## src/rtl/core/swrr_ram.sv

```systemverilog
// ----------------------------------------------------------------------------
// swrr_ram: generic single-write, single-read RAM
// One write port, one read port, read data registered.
// ----------------------------------------------------------------------------
module swrr_ram #(
  parameter int WIDTH = 8,
  parameter int DEPTH = 16
) (
  input  logic                                       clk,
  input  logic                                       we,
  input  logic [((DEPTH > 1) ? $clog2(DEPTH) : 1)-1:0] waddr,
  input  logic [WIDTH-1:0]                           wdata,
  input  logic [((DEPTH > 1) ? $clog2(DEPTH) : 1)-1:0] raddr,
  output logic [WIDTH-1:0]                           rdata
);
  logic [WIDTH-1:0] mem [DEPTH];

  always_ff @(posedge clk) begin
    if (we) begin
      mem[waddr] <= wdata;
    end
    rdata <= mem[raddr];
  end
endmodule

```

## config.mk

```make
export PLATFORM = sky130hd
export DESIGN_NAME = swrr_ram
export DESIGN_NICKNAME = d
export VERILOG_FILES = /design/src/rtl/core/swrr_ram.sv
export SDC_FILE = /design/constraint.sdc
export NUM_CORES = 1
export LEC_CHECK = 0
export BUFFER_PORTS_ARGS = -buffer_cell sky130_fd_sc_hd__buf_2
export CORE_MARGIN = 2
export CORE_UTILIZATION = 48
export DETAILED_ROUTE_END_ITERATION = 12
export PLACE_DENSITY_LB_ADDON = 0.15
export RECOVER_POWER = 100
export SLEW_MARGIN = 20
export SYNTH_ARGS = -nofsm -noshare
export SYNTH_HDL_FRONTEND = slang
export SYNTH_SLANG_ARGS = --single-unit
```

## constraint.sdc

```tcl
create_clock -name clk -period 2.6 [get_ports clk]
set_input_delay 0.52 -clock clk [delete_from_list [all_inputs] [get_ports clk]]
set_output_delay 0.52 -clock clk [all_outputs]
set_load 0.05 [all_outputs]
```

Yosys cells after proc, flatten, opt, wreduce, memory -nomap -nowiden
Memories as Yosys holds them, arrays and structs flattened. A register that Yosys moved wholly into a read port is not among the register bits.
Cells that the tools add are included.
- flip-flop bits (word level): 0
- RAM bits: 128
- bits of input ports: 18
- output and inout bits: 8
- word-level logic and storage cells: 3
- memories: 1
- multiplexer cells: 2
- memory list (memory ; depth ; bits a word ; read ports ; clocked after memory_dff ; write ports ; RTL line ; text):
    mem ; 16 ; 8 ; 1 ; 1 ; 1 ; 16 ; logic [WIDTH-1:0] mem [DEPTH];
- operators with widths (cell ; count):
    $mux W1 ; 2

Longest topological paths before layout
Gate-level depths: netlist of the first run.
- word-level depth: 2
- mapped depth: 5
- mapped depth without buffers: 3

Worst setup path after synthesis of the first run
Ideal clock, no wire load.
- path kind: input to register
- start point: in waddr[2] (netlist bit)
- end point: mem mem[0][0] (enable)
- library setup time: 383 ps
- arrival time: 1630 ps
- data required time: 2217 ps
- slack: 587 ps
- stages: 2
- path buffers: 0
- path through: or3b_2 -> nor3_1
- RTL lines (item ; RTL line ; text):
    start, declared ; 11 ; input logic [((DEPTH > 1) ? $clog2(DEPTH) : 1)-1:0] waddr,
    end, declared ; 16 ;
Straight into the memory's write port.

==> results.py, run 1 <==
metrics = {
    "hold_path": {
        "min_path_cells": 1,
        "hold_end": "mem[14][1]$_DFFE_PP_",
        "hold_path_class": "primary input to register",
        "min-delay-start": "wdata[1]",
    },
    "timing": {
        "skew_ns": 0.01563,
        "setup_viol": 0,
        "finalSetupTns_ns": 0,
        "final_max_slew_viol_count": 0,
        "max_freq_mhz": 532.4,
        "min_period_ns": 1.878,
        "rsz0062_at_grt": "no",
        "tightest_slew_ns": 0.7943,
        "fin_crit_sh": 0.7224,
        "relSlewSlack": 0.4685,
        "finalHoldViolations": 0,
    },
    "synth": {
        "dominantRegCellSynth": "edfxtp_1",
        "synth.distinct_cells": 19,
        "synth_compound_area_frac": 0.02333,
        "yosys.area_share.simple": 0.03184,
        "synth_enable_flop_cells": 128,
        "ys_seq_area_frac": 0.7778,
        "synth_fa_ha_area_frac": 0,
        "syn_inst": 229,
        "synthesis.nets": 247,
        "avgSynthCellArea_sq_um": 22.48,
        "synth_top_family_by_area": "multiplexers",
        "ys_ff_latch": 136,
        "yosys.area_share.xor_xnor": 0,
        "netlist_top_cells_area": "edfxtp_1 (75%), mux4_2 (7.9%), mux4_1 (7.1%), dfxtp_1 (3.1%), a22oi_1 (2.3%)",
        "yosys.area.top_type": "edfxtp_1",
        "synth_top_area_frac": 0.7467,
        "synth.area.mux_share": 0.1502,
        "async_flop_share": 0,
        "syn-cell-area_sq_mm": 0.005147,
        "ys_warn_count": 0,
    },
    "routing": {
        "drt_wl_total_microns": 9846,
        "ant_nets": 0,
        "wl_per_cell_microns": 22.58,
        "vias": 2456,
        "drt_iter0_markers": 188,
        "vias_per_cell": 5.633,
        "dr.pass1.iters": 4,
        "drc": 0,
    },
    "clock_tree": {
        "cts_resized": 0,
        "cts_tree": "yes",
        "numCtsBuffers": 17,
        "cts.clk_slew.worst_paths_ns": 0.06,
        "ctsHoldBuffers": 0,
        "root_buffer": "clkbuf_8",
        "postCtsSetupBuffers": 0,
        "clock-sinks": 136,
        "cts_max_level": 4,
        "cts_buffer_depth": 2,
        "clk_latency_ns": 0.52,
    },
    "layout": {
        "final_nets": 305,
        "area_growth_pct": 16.92,
        "final_util": 0.5804,
        "drive_above_1_share": 0.2000,
        "antennaDiodeCount": 0,
        "n_fill_cell": 793,
        "register_area_sq_mm": 0.004004,
        "multiInputGateArea_sq_mm": 0.001057,
        "final_area_sq_mm": 0.006018,
    },
    "global_route": {
        "grt_start_max_net_pins": 20,
        "track_usage": 0.1847,
        "gr-total-overflow": 0,
        "grt_antenna_before_repair": 0,
        "grt_pass1_wl_microns": 14870,
        "grt_pass1_vias": 2502,
    },
    "placement": {
        "portBuffers": 25,
        "gp_congestion": 0.7291,
        "dp_hpwl_microns": 6463,
        "place_area_sq_mm": 0.005549,
    },
    "critical_path": {
        "r2r-start": "mem[5][3]$_DFFE_PP_",
        "critPathCaptureType": "register",
        "startpoint_type": "primary input",
        "arrival_ns": 2.28,
        "r2r_cells": 3,
        "cp_max_fo": 19,
        "worstPathRequired_ns": 3.01,
        "rrSetupSlack_ns": 1.26,
        "path_class": "primary input to register",
        "r2r_end": "rdata[3]$_DFF_P_",
    },
    "pwr": {
        "power.leakage_uw": 0.001966,
        "p_per_area_mw_per_mm2": 826.8,
        "peakVddDrop_uv": 559.5,
    },
    "floorplanning": {
        "num_io_pins": 26,
        "die-area_sq_mm": 0.01157,
        "die_y_microns": 107.6,
        "core_sq_mm": 0.01037,
        "row_count": 37,
        "initial_core_util": 0.4964,
        "fp.dieW_microns": 107.6,
    },
    "run_status": {
        "status": "complete, no violations",
    },
    "flow_run": {
        "drv_cap": 0,
    },
}
## power by group
part           switching [uW]  total, uW  internal (uW)  leakage (uW)
combinational             176        266           89.3      0.000468
clock                     858       2240           1380      0.000275
sequential               15.8       2470           2450       0.00122
## flip-flops by register name (all words and copies together) (netlist names)
name	cells
rdata	8
mem	128
## through the flow
stage / instances / setup slack (ns) / power (uW) / hold slack [ns]
after CTS: 436 / 0.9161 / 5025 / 0.3804
after floorplan: 229 / 0.5871 / 2683 / 0.6189
after global routing: 436 / 0.6064 / 5120 / 0.5585
after detailed placement: 404 / 0.4708 / 2793 / 0.6571
final: 436 / 0.7217 / 4976 / 0.5281
after global placement: 404 / 0.4685 / 2785 / 0.6535
## cells by family (layout without fill, tap and decap cells)
kind of cell	Yosys count	after routing
compound gates	16	16
buf+inv	10	81
flops	136	136
mux	32	32
simple gates	35	35
## cell usage in the layout (no fill, tap or decap), drive strengths merged, types with 2 or more instances in the layout
cell / count
a22oi: 16
buf: 11
bufinv: 2
clkbuf: 58
clkinv: 7
clkinvlp: 2
dfxtp: 8
edfxtp: 128
mux4: 32
nand2: 9
nand2b: 2
nand3b: 2
nor2: 13
nor3: 4
## worst max-delay path, cell delays in order
cell,delay [ns]
clkbuf_1,0.53
buf_12,0.28
mux4_1,0.57
a22oi_1,0.29
nand2_1,0.08
## how the worst max path moves through the flow
stage,from,endpoint,slack (ns)
after floorplan,waddr[2],mem[0][0]$_DFFE_PP_,0.59
after CTS,rdata[1]$_DFF_P_,rdata[1],0.92
after global placement,raddr[0],rdata[3]$_DFF_P_,0.47
after global routing,raddr[0],rdata[6]$_DFF_P_,0.61
final,raddr[0],rdata[3]$_DFF_P_,0.72
after detailed placement,raddr[0],rdata[3]$_DFF_P_,0.47
## layout make-up
| type | count | share of cell area |
|---|---|---|
| flip-flops and latches | 136 | 0.6653 |
| multi-input cells | 83 | 0.1757 |
| clock buffers | 20 | 0.07235 |
| repair buffers | 49 | 0.03742 |
| well taps | 136 | 0.02827 |
| clock inverters | 12 | 0.02100 |
## synthesized netlist by cell type, types with 2 or more instances
| cell | n |
|---|---|
| edfxtp_1 | 128 |
| mux4_2 | 18 |
| a22oi_1 | 16 |
| mux4_1 | 14 |
| nor2_1 | 13 |
| nand2_1 | 9 |
| dfxtp_1 | 8 |
| nor3_1 | 4 |
| buf_2 | 3 |
| buf_6 | 3 |
| clkdlybuf4s25_2 | 3 |
| nand2b_1 | 2 |
| nand3b_1 | 2 |
## layer usage
| metal | global-route usage | vias up | part of all wire | routed length [microns] |
|---|---|---|---|---|
| li1 | - | 1092 | - | - |
| met1 | 0.2609 | 1297 | 0.46 | 4499 |
| met4 | 0.05495 | 0 | 0.0096 | 95 |
| met2 | 0.2862 | 59 | 0.49 | 4796 |
| met3 | 0.04843 | 8 | 0.046 | 455 |
| met5 | 0 | - | 0 | 0 |
Note: power is estimated with default switching activity, not from simulation.
==> inputs of run 2 (changes only) <==
==> constraint.sdc (replaced) <==
create_clock -name clk -period 1.85 [get_ports clk]
set_input_delay 0.37 -clock clk [delete_from_list [all_inputs] [get_ports clk]]
set_output_delay 0.37 -clock clk [all_outputs]
set_load 0.05 [all_outputs]
==> run 2 against run 1 <==
Combinational power is 46% higher. Global-route usage down 0.14 points. Sequential power grew 40%. Count of clock-buffer cells in the layout is 1 lower. Final area grew 1.2%. Largest power group unchanged.
==> results.py, run 2 (same netlist as run 1, synthesis figures left out) <==
metrics = {
    "pwr": {
        "p_sw_uw": 1467,
        "switching_share": 0.2068,
        "pwr-share-seq": 0.489,
        "comb_power_share": 0.055,
        "p_per_area_mw_per_mm2": 1165,
        "power.leakage_uw": 0.002008,
        "peakVddDrop_uv": 557.8,
        "p_int_uw": 5628,
        "p_clk_frac": 0.456,
    },
    "critical_path": {
        "path_class": "register to output port",
        "rrSetupSlack_ns": 0.49,
        "path_cells": "clkbuf_1",
        "critPathBufInv": 1,
        "path_delay_family": "buffers and inverters",
        "r2r-start": "mem[0][3]$_DFFE_PP_",
        "r2r_end": "rdata[3]$_DFF_P_",
        "arrival_ns": 1.29,
        "cp_max_fo": 1,
        "worstPathRequired_ns": 1.48,
        "startpoint_type": "register",
        "critPathCaptureType": "output port",
        "worst_path_max_delay_cell": "clkbuf_1",
        "cpPeakStageDelay_ns": 0.46,
        "r2r_cells": 3,
    },
    "global_route": {
        "grt_pass1_wl_microns": 14490,
        "gr-total-overflow": 0,
        "track_usage": 0.1833,
        "grt_start_max_net_pins": 21,
        "grt_pass1_vias": 2421,
        "grt_antenna_before_repair": 0,
    },
    "flow_run": {
        "drv_cap": 0,
    },
    "routing": {
        "wl_per_cell_microns": 21.71,
        "drt_wl_total_microns": 9489,
        "drc": 0,
        "drt_iter0_markers": 147,
        "dr.pass1.iters": 4,
        "vias_per_cell": 5.469,
        "vias": 2390,
        "ant_nets": 0,
    },
    "clock_tree": {
        "cts_buffer_depth": 2,
        "numCtsBuffers": 17,
        "cts_max_level": 4,
        "ctsHoldBuffers": 0,
        "postCtsSetupBuffers": 0,
        "root_buffer": "clkbuf_8",
        "cts_resized": 0,
        "cts.clk_slew.worst_paths_ns": 0.06,
        "clk_latency_ns": 0.52,
        "cts_tree": "yes",
        "clock-sinks": 136,
    },
    "timing": {
        "skew_ns": 0.006530,
        "tightest_slew_ns": 0.6788,
        "fin_crit_sh": 0.8969,
        "setup_viol": 0,
        "relSlewSlack": 0.5475,
        "finalSetupTns_ns": 0,
        "max_freq_mhz": 602.7,
        "finalHoldViolations": 0,
        "rsz0062_at_grt": "no",
        "min_period_ns": 1.659,
        "finalWorstSetupSlack_ns": 0.1908,
        "final_max_slew_viol_count": 0,
    },
    "layout": {
        "final_util": 0.5871,
        "largest_register_ffs": 128,
        "area_growth_pct": 18.28,
        "antennaDiodeCount": 0,
        "final_cell_mix": "edfxtp_1 (128), clkbuf_1 (33), mux4_2 (18)",
        "largest_register": "mem",
        "final_nets": 306,
        "final_common_cell": "edfxtp_1",
        "final_area_sq_mm": 0.006088,
        "drive_above_1_share": 0.2226,
        "top_regs": "mem (128), rdata (8)",
    },
    "floorplanning": {
        "row_count": 37,
        "fp.dieW_microns": 107.6,
        "core_sq_mm": 0.01037,
        "num_io_pins": 26,
        "die_y_microns": 107.6,
        "die-area_sq_mm": 0.01157,
        "initial_core_util": 0.4964,
    },
    "placement": {
        "portBuffers": 25,
        "pre_cts_slack_ns": 0.01820,
        "gp_congestion": 0.7433,
        "place_area_sq_mm": 0.005599,
        "dp_hpwl_microns": 6191,
    },
    "hold_path": {
        "hold_path_class": "primary input to register",
        "hold_end": "mem[5][3]$_DFFE_PP_",
        "min_path_cells": 1,
        "min-delay-start": "wdata[3]",
    },
    "run_status": {
        "status": "complete, no violations",
    },
}
[run 2: changes by cell type in the layout (fill, tap and decap cells not counted), sizes merged]
cell	previous run	this run
clkbuf	58	54
clkinv	7	6
bufinv	2	3
clkinvlp	2	3
buf	11	15
[run 2: layout make-up]
cell class / instances / area (sq um)
Fill cell: 797 / 4282
Timing Repair Buffer: 50 / 281.5
Clock buffer: 19 / 421.7
Clock inverter: 13 / 153.9
Multi-Input combinational cell: 83 / 1057
Sequential cell: 136 / 4004
Tap cell: 136 / 170.2
[run 2: how the worst max path moves through the flow]
stage | start | to | slack, ns | cells past startpoint
after floorplan | waddr[2] | mem[3][0]$_DFFE_PP_ | 0.21 | 2
after global placement | raddr[0] | rdata[3]$_DFF_P_ | 0.04 | 5
after detailed placement | raddr[0] | rdata[3]$_DFF_P_ | 0.02 | 5
after CTS | rdata[0]$_DFF_P_ | rdata[0] | 0.27 | 1
after global routing | rdata[3]$_DFF_P_ | rdata[3] | 0.14 | 1
final | rdata[6]$_DFF_P_ | rdata[6] | 0.19 | 1
[run 2: power groups by stage]
stage                     Clock (uW)  Sequential (uW)  Combinational, uW
final                           3240             3470                389
after global routing            3410             3470                422
after CTS                       3290             3470                409
after detailed placement           0             3530                408
after global placement             0             3530                404
after floorplan                    0             3600                175
[run 2: per-stage QoR]
stage / hold slack (ns) / instances / power, uW
finish: 0.3594 / 437 / 7095
floorplan: 0.4689 / 229 / 3771
detailed placement: 0.6588 / 405 / 3938
CTS: 0.2139 / 437 / 7169
global route: 0.3952 / 437 / 7308
global placement: 0.6554 / 405 / 3933
[run 2: metal layers]
layer / share of wire / vias to the layer above / GRT usage
met4: 0.0090 / 0 / 0.07143
met5: 0 / - / 0
met3: 0.056 / 5 / 0.05630
met1: 0.46 / 1224 / 0.2580
met2: 0.48 / 69 / 0.2709
li1: - / 1092 / -
==> inputs of run 3 (changes only) <==
--- a/config.mk
+++ b/config.mk
@@ -8,6 +8,8 @@
 export BUFFER_PORTS_ARGS = -buffer_cell sky130_fd_sc_hd__buf_2
 export CORE_MARGIN = 2
 export CORE_UTILIZATION = 48
+export CTS_BUF_LIST = sky130_fd_sc_hd__clkbuf_16
+export CTS_CLUSTER_DIAMETER = 50
 export DETAILED_ROUTE_END_ITERATION = 12
 export PLACE_DENSITY_LB_ADDON = 0.15
 export RECOVER_POWER = 100
==> run 3 against run 2 <==
Die area stayed put. Register-to-register slack hardly changed. Sequential cell count stayed put. Sequential share of layout area is 0.054 points lower. Maximum frequency is 3.6% higher. Clock skew is 0.00056 ns higher. Routed wire length is 0.35% higher. Sequential power hardly changed. Count of clock-buffer cells in the layout is 2 lower. Critical path depth stayed put. Final cell count stayed put. Critical path type unchanged. Highest routed layer unchanged.
==> results.py, run 3 (same netlist as run 1, synthesis figures left out) <==
metrics = {
    "run_status": {
        "status": "complete, no violations",
    },
    "layout": {
        "n_fill_cell": 792,
        "area_growth_pct": 18.38,
        "final_cell_mix": "edfxtp_1 (128), clkbuf_1 (36), mux4_2 (18)",
        "largest_register_ffs": 128,
        "final_nets": 306,
        "largest_register": "mem",
        "antennaDiodeCount": 0,
        "drive_above_1_share": 0.2060,
        "top_regs": "mem (128), rdata (8)",
        "final_common_cell": "edfxtp_1",
    },
    "global_route": {
        "gr-total-overflow": 0,
        "grt_pass1_vias": 2415,
        "grt_pass1_wl_microns": 14460,
        "grt_antenna_before_repair": 0,
        "track_usage": 0.1829,
        "grt_start_max_net_pins": 21,
    },
    "critical_path": {
        "r2r-start": "mem[0][3]$_DFFE_PP_",
        "r2r_cells": 3,
        "rrSetupSlack_ns": 0.49,
        "crit_end": "rdata[1]",
        "startpoint": "rdata[1]$_DFF_P_",
        "worst_path_max_delay_cell": "clkbuf_1",
        "worst-path-stages": 1,
        "worstPathRequired_ns": 1.48,
        "cpPeakStageDelay_ns": 0.48,
        "startpoint_type": "register",
        "cp_max_fo": 1,
        "path_delay_family": "buffers and inverters",
        "critPathCaptureType": "output port",
        "path_class": "register to output port",
        "path_cells": "clkbuf_1",
        "critPathBufInv": 1,
        "r2r_end": "rdata[3]$_DFF_P_",
        "arrival_ns": 1.23,
    },
    "clock_tree": {
        "root_buffer": "clkbuf_16",
        "cts_tree": "yes",
        "clk_latency_ns": 0.41,
        "postCtsSetupBuffers": 0,
        "cts_buffer_depth": 2,
        "cts.clk_slew.worst_paths_ns": 0.05,
        "ctsHoldBuffers": 0,
        "clock-sinks": 136,
        "cts_max_level": 4,
        "numCtsBuffers": 17,
        "cts_resized": 0,
    },
    "floorplanning": {
        "die_y_microns": 107.6,
        "fp.dieW_microns": 107.6,
        "num_io_pins": 26,
        "die-area_sq_mm": 0.01157,
        "core_sq_mm": 0.01037,
        "initial_core_util": 0.4964,
        "row_count": 37,
    },
    "routing": {
        "vias_per_cell": 5.474,
        "dr.pass1.iters": 4,
        "vias": 2392,
        "ant_nets": 0,
        "drc": 0,
        "wl_per_cell_microns": 21.79,
        "drt_iter0_markers": 179,
        "drt_wl_total_microns": 9522,
    },
    "timing": {
        "finalSetupTns_ns": 0,
        "fin_crit_sh": 0.8659,
        "tightest_slew_ns": 0.6895,
        "rsz0062_at_grt": "no",
        "skew_ns": 0.007085,
        "min_period_ns": 1.602,
        "finalWorstSetupSlack_ns": 0.2480,
        "final_max_slew_viol_count": 0,
        "setup_viol": 0,
        "finalHoldViolations": 0,
        "max_freq_mhz": 624.2,
        "relSlewSlack": 0.5404,
    },
    "pwr": {
        "power.leakage_uw": 0.002006,
        "p_per_area_mw_per_mm2": 1173,
        "peakVddDrop_uv": 561.0,
    },
    "hold_path": {
        "min_path_cells": 1,
        "min-delay-start": "wdata[3]",
        "hold_path_class": "primary input to register",
    },
    "placement": {
        "pre_cts_slack_ns": 0.01820,
        "portBuffers": 25,
        "dp_hpwl_microns": 6191,
        "gp_congestion": 0.7433,
    },
    "flow_run": {
        "drv_cap": 0,
    },
}
## run 3: changes by cell type in the layout (fill, tap and decap cells not counted)
cell | before | now
clkbuf_8 | 1 | 0
inv_1 | 0 | 2
clkbuf_2 | 4 | 0
clkbuf_16 | 16 | 17
clkbuf_1 | 33 | 36
buf_2 | 7 | 6
## run 3: cell type report
| class | instances | area, sq um | share of cell area |
|---|---|---|---|
| tap | 136 | 170.2 | 0.02793 |
| timing repair buffer | 50 | 275.3 | 0.04517 |
| multi-input combinational | 83 | 1057 | 0.1735 |
| sequential | 136 | 4004 | 0.6571 |
| clock buffer | 17 | 425.4 | 0.06982 |
| clock inverter | 15 | 161.4 | 0.02649 |
## run 3: stage by stage
step                      cell area [sq um]  hold slack (ns)    util  cells  total power (uW)
after floorplan                        5152           0.4689       -    229              3771
after global placement                 5599           0.6554  0.5399    405              3933
after detailed placement               5599           0.6588  0.5399    405              3938
after CTS                              6186           0.3303  0.5965    437              7223
after global routing                   6093           0.5110  0.5876    437              7359
final                                  6093           0.4655  0.5876    437              7148
## run 3: how the worst min path moves through the flow
| stage | to |
|---|---|
| final | mem[5][3]$_DFFE_PP_ |
| after global routing | mem[7][5]$_DFFE_PP_ |
| after CTS | mem[6][5]$_DFFE_PP_ |
| after detailed placement | rdata[2]$_DFF_P_ |
| after global placement | rdata[2]$_DFF_P_ |
| after floorplan | mem[0][0]$_DFFE_PP_ |
## run 3: power breakdown
part | total (uW) | switching (uW) | internal (uW)
combinational | 387 | 249 | 137
sequential | 3470 | 20.7 | 3450
clock | 3290 | 1200 | 2100
total | 7150 | 1470 | 5680
## run 3: metal layers
| layer | GRT usage | wire length [microns] | vias up |
|---|---|---|---|
| met5 | 0 | 0 | - |
| met4 | 0.06868 | 104 | 0 |
| met3 | 0.05630 | 401 | 9 |
| met2 | 0.2695 | 4511 | 58 |
| met1 | 0.2593 | 4503 | 1235 |
| li1 | - | - | 1090 |
